**config.mk**
```make
export PLATFORM = sky130hd
export DESIGN_NAME = ordered_list_delete_engine_unit
export DESIGN_NICKNAME = d
export VERILOG_FILES = /design/src/hdl/olde_pkg.sv /design/src/hdl/olde_ram.sv /design/src/hdl/ordered_list_delete_engine_unit.sv
export SDC_FILE = /design/constraint.sdc
export NUM_CORES = 1
export LEC_CHECK = 0
export BUFFER_PORTS_ARGS = -buffer_cell sky130_fd_sc_hd__clkbuf_2
export CAP_MARGIN = 20
export CORE_UTILIZATION = 40
export CTS_CLUSTER_SIZE = 20
export DETAILED_ROUTE_END_ITERATION = 6
export PLACE_DENSITY = 0.57
export SYNTH_ARGS = -nofsm -noshare
export SYNTH_HDL_FRONTEND = slang
export SYNTH_HIERARCHICAL = 1
export SYNTH_SLANG_ARGS = --single-unit
```
**constraint.sdc**
```tcl
create_clock -name clk -period 6.7 [get_ports clk]
set_input_delay 1.675 -clock clk [delete_from_list [all_inputs] [get_ports clk]]
set_output_delay 1.675 -clock clk [all_outputs]
set_load 0.02 [all_outputs]
```
**src/hdl/olde_pkg.sv**
```systemverilog
// ----------------------------------------------------------------------------
// olde_pkg
// Shared types and constants for the ordered list delete engine.
// ----------------------------------------------------------------------------
package olde_pkg;

    localparam int DEPTH       = 16;
    localparam int IDX_W       = (DEPTH > 1) ? $clog2(DEPTH) : 1;
    localparam int CNT_W       = $clog2(DEPTH + 1);
    localparam int DATA_W      = 32;
    localparam int KIND_W      = 3;
    localparam int POS_W       = 8;
    localparam int COUNT_OUT_W = 5;
    localparam int CMP_W       = (CNT_W > POS_W) ? CNT_W : POS_W;

    localparam logic [KIND_W-1:0] KIND_APPEND   = 3'd0;
    localparam logic [KIND_W-1:0] KIND_DEL_HEAD = 3'd1;
    localparam logic [KIND_W-1:0] KIND_DEL_TAIL = 3'd2;
    localparam logic [KIND_W-1:0] KIND_DEL_POS  = 3'd3;
    localparam logic [KIND_W-1:0] KIND_DEL_VAL  = 3'd4;
    localparam logic [KIND_W-1:0] KIND_READ     = 3'd5;

    typedef enum logic [1:0] {
        STAT_DONE     = 2'd0,
        STAT_EMPTY    = 2'd1,
        STAT_NOTFOUND = 2'd2,
        STAT_FULL     = 2'd3
    } status_t;

    typedef enum logic [1:0] {
        ST_IDLE,
        ST_SCAN,
        ST_SHIFT,
        ST_READ
    } state_t;

    typedef struct packed {
        logic [KIND_W-1:0]  kind;
        logic signed [31:0] value;
        logic [POS_W-1:0]   position;
    } op_t;

    typedef struct packed {
        status_t                status;
        logic signed [31:0]     entry_out;
        logic [COUNT_OUT_W-1:0] count_out;
        logic                   last;
    } res_t;

endpackage

```
**src/hdl/olde_ram.sv**
```systemverilog
// ----------------------------------------------------------------------------
// olde_ram
// Generic single-write, single-read RAM with registered read data.
// ----------------------------------------------------------------------------
module olde_ram #(
    parameter int WIDTH = 32,
    parameter int DEPTH = 16
) (
    input  logic                                      clk,
    input  logic                                      wr_en,
    input  logic [((DEPTH > 1) ? $clog2(DEPTH) : 1)-1:0] wr_addr,
    input  logic [WIDTH-1:0]                          wr_data,
    input  logic                                      rd_en,
    input  logic [((DEPTH > 1) ? $clog2(DEPTH) : 1)-1:0] rd_addr,
    output logic [WIDTH-1:0]                          rd_data
);

    logic [WIDTH-1:0] mem [DEPTH];

    always_ff @(posedge clk)
    begin
        if (wr_en)
        begin
            mem[wr_addr] <= wr_data;
        end
        if (rd_en)
        begin
            rd_data <= mem[rd_addr];
        end
    end

endmodule

```
**src/hdl/ordered_list_delete_engine_unit.sv**
```systemverilog
// ----------------------------------------------------------------------------
// ordered_list_delete_engine_unit
// Ordered list of signed entries held in one RAM, with append, deletes
// that close the gap, delete by value and full read-out.
// ----------------------------------------------------------------------------
//  channel   ports                 handshake
//  op in     start, busy, op       beat taken when start && !busy
//  result    valid, res            one-cycle strobe, no back pressure
//
//  append, delete tail, kinds six/seven and error cases: result in the cycle
//  after the beat, busy stays low.
//  delete head/position: entries above the deleted one move down a slot,
//  one RAM move a cycle, then the result.
//  delete by value: scan one entry a cycle, then the shift above.
//  read out: each entry is read from RAM, then registered out, one per cycle.
//  reset empties the list; RAM contents need no clearing.
// ----------------------------------------------------------------------------
module ordered_list_delete_engine_unit (
    input  logic              clk,
    input  logic              rst_n,
    input  logic              start,
    output logic              busy,
    input  olde_pkg::op_t     op,
    output logic              valid,
    output olde_pkg::res_t    res
);

    olde_pkg::state_t                state_reg, state_next;
    logic [olde_pkg::CNT_W-1:0]      count_reg, count_next;
    logic [olde_pkg::CNT_W-1:0]      rd_idx_reg, rd_idx_next;
    logic [olde_pkg::CNT_W-1:0]      ra_reg, ra_next;
    logic                            pend_reg, pend_next;
    logic [olde_pkg::DATA_W-1:0]     value_reg, value_next;
    logic                            valid_reg, valid_next;
    olde_pkg::res_t                  res_reg, res_next;

    logic                            accept;
    logic                            is_empty;
    logic                            is_full;
    logic                            pos_ok;
    logic                            reads_left;
    logic                            match;
    logic                            scan_end;
    logic                            read_last;

    logic                            wr_en;
    logic [olde_pkg::IDX_W-1:0]      wr_addr;
    logic [olde_pkg::DATA_W-1:0]     wr_data;
    logic                            rd_en;
    logic [olde_pkg::DATA_W-1:0]     rd_data;
    logic [olde_pkg::CNT_W-1:0]      ra_minus1;

    assign busy       = (state_reg != olde_pkg::ST_IDLE);
    assign accept     = start && !busy;
    assign is_empty   = (count_reg == '0);
    assign is_full    = (count_reg == olde_pkg::CNT_W'(olde_pkg::DEPTH));
    assign pos_ok     = (op.position != '0) &&
                        (olde_pkg::CMP_W'(op.position) <= olde_pkg::CMP_W'(count_reg));
    assign reads_left = (rd_idx_reg < count_reg);
    assign match      = pend_reg && (rd_data == value_reg);
    assign scan_end   = !reads_left && !pend_reg;
    assign read_last  = pend_reg && (ra_reg == count_reg - 1'b1);
    assign ra_minus1  = ra_reg - 1'b1;

    assign valid = valid_reg;
    assign res   = res_reg;

    olde_ram #(
        .WIDTH (olde_pkg::DATA_W),
        .DEPTH (olde_pkg::DEPTH)
    ) u_ram (
        .clk     (clk),
        .wr_en   (wr_en),
        .wr_addr (wr_addr),
        .wr_data (wr_data),
        .rd_en   (rd_en),
        .rd_addr (rd_idx_reg[olde_pkg::IDX_W-1:0]),
        .rd_data (rd_data)
    );

    // next state
    always_comb
    begin
        state_next = state_reg;
        case (state_reg)
            olde_pkg::ST_IDLE:
            begin
                if (accept && !is_empty)
                begin
                    case (op.kind)
                        olde_pkg::KIND_DEL_HEAD: state_next = olde_pkg::ST_SHIFT;
                        olde_pkg::KIND_DEL_POS:
                        begin
                            if (pos_ok)
                            begin
                                state_next = olde_pkg::ST_SHIFT;
                            end
                        end
                        olde_pkg::KIND_DEL_VAL:  state_next = olde_pkg::ST_SCAN;
                        olde_pkg::KIND_READ:     state_next = olde_pkg::ST_READ;
                        default:                 state_next = olde_pkg::ST_IDLE;
                    endcase
                end
            end
            olde_pkg::ST_SCAN:
            begin
                if (match)
                begin
                    state_next = olde_pkg::ST_SHIFT;
                end
                else if (scan_end)
                begin
                    state_next = olde_pkg::ST_IDLE;
                end
            end
            olde_pkg::ST_SHIFT:
            begin
                if (scan_end)
                begin
                    state_next = olde_pkg::ST_IDLE;
                end
            end
            olde_pkg::ST_READ:
            begin
                if (read_last)
                begin
                    state_next = olde_pkg::ST_IDLE;
                end
            end
            default: state_next = olde_pkg::ST_IDLE;
        endcase
    end

    // datapath, ram control and result beats
    always_comb
    begin
        count_next  = count_reg;
        rd_idx_next = rd_idx_reg;
        ra_next     = ra_reg;
        pend_next   = 1'b0;
        value_next  = value_reg;
        valid_next  = 1'b0;
        res_next    = res_reg;
        wr_en       = 1'b0;
        wr_addr     = count_reg[olde_pkg::IDX_W-1:0];
        wr_data     = op.value;
        rd_en       = 1'b0;

        case (state_reg)
            olde_pkg::ST_IDLE:
            begin
                if (accept)
                begin
                    value_next         = op.value;
                    res_next.status    = olde_pkg::STAT_DONE;
                    res_next.entry_out = '0;
                    res_next.last      = 1'b1;
                    valid_next         = 1'b1;
                    if (op.kind == olde_pkg::KIND_APPEND)
                    begin
                        if (is_full)
                        begin
                            res_next.status = olde_pkg::STAT_FULL;
                        end
                        else
                        begin
                            wr_en      = 1'b1;
                            count_next = count_reg + 1'b1;
                        end
                    end
                    else if (op.kind > olde_pkg::KIND_READ)
                    begin
                        res_next.status = olde_pkg::STAT_DONE;
                    end
                    else if (is_empty)
                    begin
                        res_next.status = olde_pkg::STAT_EMPTY;
                    end
                    else
                    begin
                        case (op.kind)
                            olde_pkg::KIND_DEL_TAIL:
                            begin
                                count_next = count_reg - 1'b1;
                            end
                            olde_pkg::KIND_DEL_HEAD:
                            begin
                                valid_next  = 1'b0;
                                rd_idx_next = olde_pkg::CNT_W'(1);
                            end
                            olde_pkg::KIND_DEL_POS:
                            begin
                                if (pos_ok)
                                begin
                                    valid_next  = 1'b0;
                                    rd_idx_next = op.position[olde_pkg::CNT_W-1:0];
                                end
                                else
                                begin
                                    res_next.status = olde_pkg::STAT_NOTFOUND;
                                end
                            end
                            default:
                            begin
                                valid_next  = 1'b0;
                                rd_idx_next = '0;
                            end
                        endcase
                    end
                    res_next.count_out = olde_pkg::COUNT_OUT_W'(count_next);
                end
            end
            olde_pkg::ST_SCAN:
            begin
                if (match)
                begin
                    rd_idx_next = ra_reg + 1'b1;
                end
                else if (scan_end)
                begin
                    valid_next         = 1'b1;
                    res_next.status    = olde_pkg::STAT_NOTFOUND;
                    res_next.entry_out = '0;
                    res_next.count_out = olde_pkg::COUNT_OUT_W'(count_reg);
                    res_next.last      = 1'b1;
                end
                else if (reads_left)
                begin
                    rd_en       = 1'b1;
                    pend_next   = 1'b1;
                    ra_next     = rd_idx_reg;
                    rd_idx_next = rd_idx_reg + 1'b1;
                end
            end
            olde_pkg::ST_SHIFT:
            begin
                // move entry ra down by one slot
                if (pend_reg)
                begin
                    wr_en   = 1'b1;
                    wr_addr = ra_minus1[olde_pkg::IDX_W-1:0];
                    wr_data = rd_data;
                end
                if (reads_left)
                begin
                    rd_en       = 1'b1;
                    pend_next   = 1'b1;
                    ra_next     = rd_idx_reg;
                    rd_idx_next = rd_idx_reg + 1'b1;
                end
                if (scan_end)
                begin
                    count_next         = count_reg - 1'b1;
                    valid_next         = 1'b1;
                    res_next.status    = olde_pkg::STAT_DONE;
                    res_next.entry_out = '0;
                    res_next.count_out = olde_pkg::COUNT_OUT_W'(count_next);
                    res_next.last      = 1'b1;
                end
            end
            olde_pkg::ST_READ:
            begin
                if (reads_left)
                begin
                    rd_en       = 1'b1;
                    pend_next   = 1'b1;
                    ra_next     = rd_idx_reg;
                    rd_idx_next = rd_idx_reg + 1'b1;
                end
                if (pend_reg)
                begin
                    valid_next         = 1'b1;
                    res_next.status    = olde_pkg::STAT_DONE;
                    res_next.entry_out = rd_data;
                    res_next.count_out = olde_pkg::COUNT_OUT_W'(count_reg);
                    res_next.last      = read_last;
                end
            end
            default:
            begin
                pend_next = 1'b0;
            end
        endcase
    end

    always_ff @(posedge clk or negedge rst_n)
    begin
        if (!rst_n)
        begin
            state_reg  <= olde_pkg::ST_IDLE;
            count_reg  <= '0;
            pend_reg   <= 1'b0;
            valid_reg  <= 1'b0;
            rd_idx_reg <= '0;
        end
        else
        begin
            state_reg  <= state_next;
            count_reg  <= count_next;
            pend_reg   <= pend_next;
            valid_reg  <= valid_next;
            rd_idx_reg <= rd_idx_next;
        end
    end

    always_ff @(posedge clk)
    begin
        ra_reg    <= ra_next;
        value_reg <= value_next;
        res_reg   <= res_next;
    end

endmodule
```
# Word-level counts from Yosys, hierarchy flattened
# Memory sizes are Yosys's and may differ from the RTL's. A register that Yosys moved wholly into a read port is not among the register bits.
# Index checks and enable logic that the tools add are counted.
# totals
reg_bits,91
latch_bits,0
mem_bits_rw,512
romBits,0
inputBits,46
out_inout_bits,42
elab_cells,134
memories,1
# classes
n_addsub,5
mul,0
div_mod_pow,0
order_cmp,3
n_eq_ne,25
shift,0
mux,65
bitwise_logic,0
n_reduce_logical,24
# mem_list
memory,depth,width,rd,rd_clocked_by_memory_dff,write_ports,line_no,source
u_ram.mem,16,32,1,1,1,olde_ram.sv:18,logic [WIDTH-1:0] mem [DEPTH];
# ops
op,count
40-bit 2-to-1 mux,5
40-bit case mux with 4 select lines,1
5-bit 2-to-1 mux,18
32-bit 2-to-1 mux,2
32-bit equality test,1
5-bit case mux with 3 select lines,2
"2-bit != test, second input constant",12
2-bit 2-to-1 mux,11
5-bit case mux with 2 select lines,2
1-bit 2-to-1 mux,16
2-bit case mux with 4 select lines,2
"5-bit by 1-bit adder with 5-bit output, second input constant",3
3-bit AND reduction,3
8-bit by 5-bit less-or-equal comparator with 1-bit output,1
4-bit 2-to-1 mux,2
8-bit nonzero test,1
7-bit AND reduction,1
"3-bit by 2-bit equality test with 1-bit output, second input constant",2
"3-bit equality test, second input constant",2
1-bit logical AND,6
"3-bit != test, second input constant",2
1-bit case mux with 2 select lines,3
2-bit nonzero test,3
5-bit equality test,1
other kinds (16),20

# Logic depth before layout (Yosys ltp)
# logic_depth
ltp_word,9
depth_mapped,9
depth_no_buf,8

# Hierarchy
# The synthesis kept the hierarchy.
# by_module_without_submodules
mod,instances,cells_per_inst,area_each_um2,seq_area_each_um2
olde_ram,1,838,20155.6,16335.7
ordered_list_delete_engine_unit,1,475,5265.0,2662.6

# Worst setup path after synthesis
# No wires, ideal clock.
# synth_timing
path_type,input-to-reg
start,in op[41] (netlist bit)
end,"mem u_ram.mem[0][0], enable pin"
setup_time_ps,461
t_arrival_ps,5469
required_time_ps,6239
slack_ps,770
stages,6
path_buffers,1
cell_sequence,clkbuf_1 -> or3_1 -> a21o_1 -> o21ai_0 -> or3b_2 -> nor3_1
# synth_between
elab_chain_cells,6
# synth_lines
element,line_no,source
start: declaration,ordered_list_delete_engine_unit.sv:23,"input olde_pkg::op_t op,"
3-bit zero test,ordered_list_delete_engine_unit.sv:159,if (op.kind == olde_pkg::KIND_APPEND)
1-bit 2-to-1 mux,ordered_list_delete_engine_unit.sv:159,
1-bit 2-to-1 mux,ordered_list_delete_engine_unit.sv:152,if (accept)
1-bit case mux with 2 select lines,ordered_list_delete_engine_unit.sv:149,case (state_reg)
named net wr_en,ordered_list_delete_engine_unit.sv:46,logic wr_en;
1-bit 2-to-1 mux,olde_ram.sv:22,if (wr_en)
1-bit 2-to-1 mux (not written as such),olde_ram.sv:24,mem[wr_addr] <= wr_data;
end: declaration,olde_ram.sv:18,
# The timed path passes the listed nets, and every way through them passes these cells.

# Final worst setup path
# layout_timing
start,reg state_reg[1]
end,"mem u_ram.mem[6][11], enable pin"
# layout_between
word_cells_on_any_way,10
cone_classes,eq/ne: 1; mux: 5; reduce/logical: 4
# layout_rtl
element,line_no,source
start: declaration,ordered_list_delete_engine_unit.sv:28,"olde_pkg::state_t state_reg, state_next;"
start signal: assignment,ordered_list_delete_engine_unit.sv:290,state_reg <= olde_pkg::ST_IDLE;
start signal: assignment,ordered_list_delete_engine_unit.sv:298,state_reg <= state_next;
2-bit equality test,ordered_list_delete_engine_unit.sv:149,
4-bit 2-to-1 mux,ordered_list_delete_engine_unit.sv:149,
named net wr_addr (one bit),ordered_list_delete_engine_unit.sv:47,logic [olde_pkg::IDX_W-1:0] wr_addr;
# The timed path passes the listed nets, and every way through them passes these cells.

==> impl_metrics.env <==
export IMPL_stdcell_area_mm2=0.0295
export IMPL_drive_gt1_share_pct=28.0
export IMPL_synth_area_mm2=0.0254
export IMPL_grt_pass1_vias=13269
export IMPL_final_nets=1491
export IMPL_p_leak_nw=9.63
export IMPL_ys_ff_latch=635
export IMPL_die_area_mm2=0.0646
export IMPL_die_h_um=254
export IMPL_syn_area_per_cell_um2=19.4
export IMPL_crit_chain="inv_1 -> nor2_1 -> nand2_2 -> o21ai_0 -> nand2b_1 -> nor2_4 -> buf_4"
export IMPL_synth_ff_type="edfxtp_1"
export IMPL_fin_util_pct=46.9
export IMPL_status="finished clean"
export IMPL_ios=88
export IMPL_grt_util_met3_pct=4.76
export IMPL_gp_congestion=0.890
export IMPL_syn_inst=1313
export IMPL_clk_pin_slew_ns=0.06
export IMPL_grt_pass1_wl_um=93800
export IMPL_tightest_slew_ns=1.11
export IMPL_cts_tree="done"
export IMPL_hp_class="flop to flop"
export IMPL_initial_core_util_pct=40.4
export IMPL_crit_path_end_kind="flop"
export IMPL_final_min_clock_period_ns=5.29
export IMPL_async_reset_ff_share_pct=2.20
export IMPL_yosysSeqAreaShare_pct=74.7
export IMPL_post_place_ws_ns=1.45
export IMPL_power_mw=8.31
export IMPL_drcViolationCount=0
export IMPL_post_cts_buffers=0
export IMPL_critPathLaunchType="flop"
export IMPL_final_setup_skew_ns=0.0483
export IMPL_rsz0062_at_grt="no"
export IMPL_pwr_density_cell_mw_per_mm2=282
export IMPL_grt_max_degree=91
export IMPL_htreeDepth=3
export IMPL_yosysWarnings=6
export IMPL_netlist_area_leader_share_pct=73.4
export IMPL_finalWirelength_um=65300
export IMPL_finalSetupTns_ns=0
export IMPL_clk_latency_ns=0.62
export IMPL_grtUsageTotal_pct=20.7
export IMPL_cp_max_fo=50
export IMPL_syn2layout_area_growth_pct=16.1
export IMPL_clockBufferDepth=3
export IMPL_use_met2_pct=32.5
export IMPL_fmax_mhz=189
export IMPL_peakVddDrop_mv=0.238
export IMPL_synth_nets=1373
export IMPL_synth_edf_count=621
export IMPL_drv_cap=0
export IMPL_die_w_um=254
export IMPL_cp_arrival_ns=5.59
export IMPL_core_area_mm2=0.0630
export IMPL_fin_crit_sh_pct=78.9
export IMPL_setup_viol=0
export IMPL_maxSlewViolCount=0
export IMPL_via_per_inst=5.66
export IMPL_gr_max_usage_layer="met2"
export IMPL_relSlewSlack_pct=25.3
export IMPL_critical_path_slowest_cell="o21ai_0"
export IMPL_cts_hold_fix_buffers=0
export IMPL_dp_hpwl_um=42000
export IMPL_path_delay_family="simple AND/OR/NAND/NOR gates"
export IMPL_synthDistinctLibCells=63
export IMPL_cp_required_ns=7.01
export IMPL_first_pass_iters=7
export IMPL_cts_sinks=635
export IMPL_overflow=0
export IMPL_num_rows=92
export IMPL_hold_viol=0
export IMPL_yosys_top_cells_area="edfxtp_1 (73%), mux4_2 (11%), a22oi_1 (1.9%)"
export IMPL_critPathMaxStageDelay_ns=1.04
export IMPL_setup_slack_ns=1.41
export IMPL_cts_resized=0
export IMPL_largest_register_ffs=512
export IMPL_root_buffer="clkbuf_16"
export IMPL_met1_usage_pct=29.2
export IMPL_ant_nets=0
export IMPL_synth_top_area_cell="edfxtp_1"
export IMPL_wl_per_cell_um=28.0
export IMPL_path_class="flop to flop"
export IMPL_num_vias=13215
export IMPL_path_buf_inv=2
export IMPL_drtIter0Drc=1318
export IMPL_antenna_found_initial=1
export IMPL_placed_cell_area_mm2=0.0272
export IMPL_port_buffers=87
export IMPL_numCtsBuffers=69
layout by cell type, fill, tap and decap left out, drive strengths merged, types with 18 or more instances in the layout:
master,instances
nor3,19
a22oi,64
nand4,23
clkinv,31
and3,34
o21ai,22
a21oi,18
xnor2,40
nor2,38
nand2,55
mux2,32
clkbuf,166
mux4,128
buf,26
edfxtp,621
inv,19
worst paths after layout:
kind                       slack [ns]               end  depth (start not counted)           from
min in group asynchronous        1.01     rd_idx_reg[3]                          1          rst_n
setup reg to reg                 1.41  u_ram/mem[6][11]                          7   state_reg[1]
max in group asynchronous        5.34     rd_idx_reg[0]                          1          rst_n
hold reg to reg                  0.57         ra_reg[4]                          0  rd_idx_reg[4]
setup / recovery                 1.41  u_ram/mem[6][11]                          7   state_reg[1]
hold / removal                   0.57         ra_reg[4]                          0  rd_idx_reg[4]
worst register-to-register path: cells and delay by family, from the launching register on:
kind	cells	cell delay, ns
simple gates	4	2.48
flops	1	0.92
buf+inv	2	0.57
compound gates	1	1.04
cell usage after synthesis, drive strengths merged, types with 2 or more instances:
master,count
a221o,3
inv,19
o221ai,2
buf,32
o31a,3
a2111oi,3
nand4,23
or3,3
clkbuf,34
o2111ai,2
mux2,32
a31oi,2
a21o,2
edfxtp,621
o2bb2ai,2
xnor2,40
nor4,3
o31ai,4
nand2,55
and3,34
o211ai,4
o22ai,3
xor2,4
a211o,3
a22oi,64
mux4,128
a221oi,3
dfrtp,14
nor3b,3
o21a,3
o21ai,22
ha,14
or4,4
nor3,19
a21oi,18
nand3,13
or4b,2
nand2b,7
nand3b,3
nor2,38
and2,5
nor2b,8
a211oi,2
per-stage QoR:
step                      hold WS [ns]  instances
after floorplan                  0.479       1313
after global placement           0.553       2195
after detailed placement         0.538       2206
after CTS                        0.575       2331
after global routing             0.607       2331
final                            0.573       2333
report_power, final:
part	internal, mW	switching [mW]	leakage (nW)
Sequential	4.35	0.00153	5.75
Clock	2.27	1.57	1.11
Combinational	0.0250	0.0936	2.77
Total	6.64	1.67	9.63
final cells by class:
cell class	instances	area, um^2
tap	846	1060
sequential	635	19000
antenna	2	5.00
fill	5276	33500
multi-input combinational	593	6210
clock buffer	79	1810
inverter	19	71.3
timing repair buffer	113	831
clock inverter	46	519
logic make-up (layout without fill, tap and decap cells):
| family | Yosys count | count (layout) | synth area share (%) |
|---|---|---|---|
| AOI/OAI and AO/OA | 152 | 152 | 4.28 |
| xor gates and xnor gates | 44 | 44 | 1.52 |
| adders and majority gates | 14 | 14 | 0.689 |
| buffers and inverters | 85 | 257 | 1.43 |
| DFF | 635 | 635 | 74.7 |
| muxes | 160 | 160 | 12.8 |
| other | 0 | 2 | 0 |
| and+or+nand+nor | 223 | 223 | 4.59 |
layer usage:
layer | vias up | share of wire (%) | routed length [um]
met1 | 6964 | 43 | 28100
li1 | 5665 | - | -
met5 | - | 0 | 0
met2 | 509 | 47 | 30900
met3 | 77 | 7.8 | 5060
met4 | 0 | 1.9 | 1230
(Power assumes the default switching activity.)
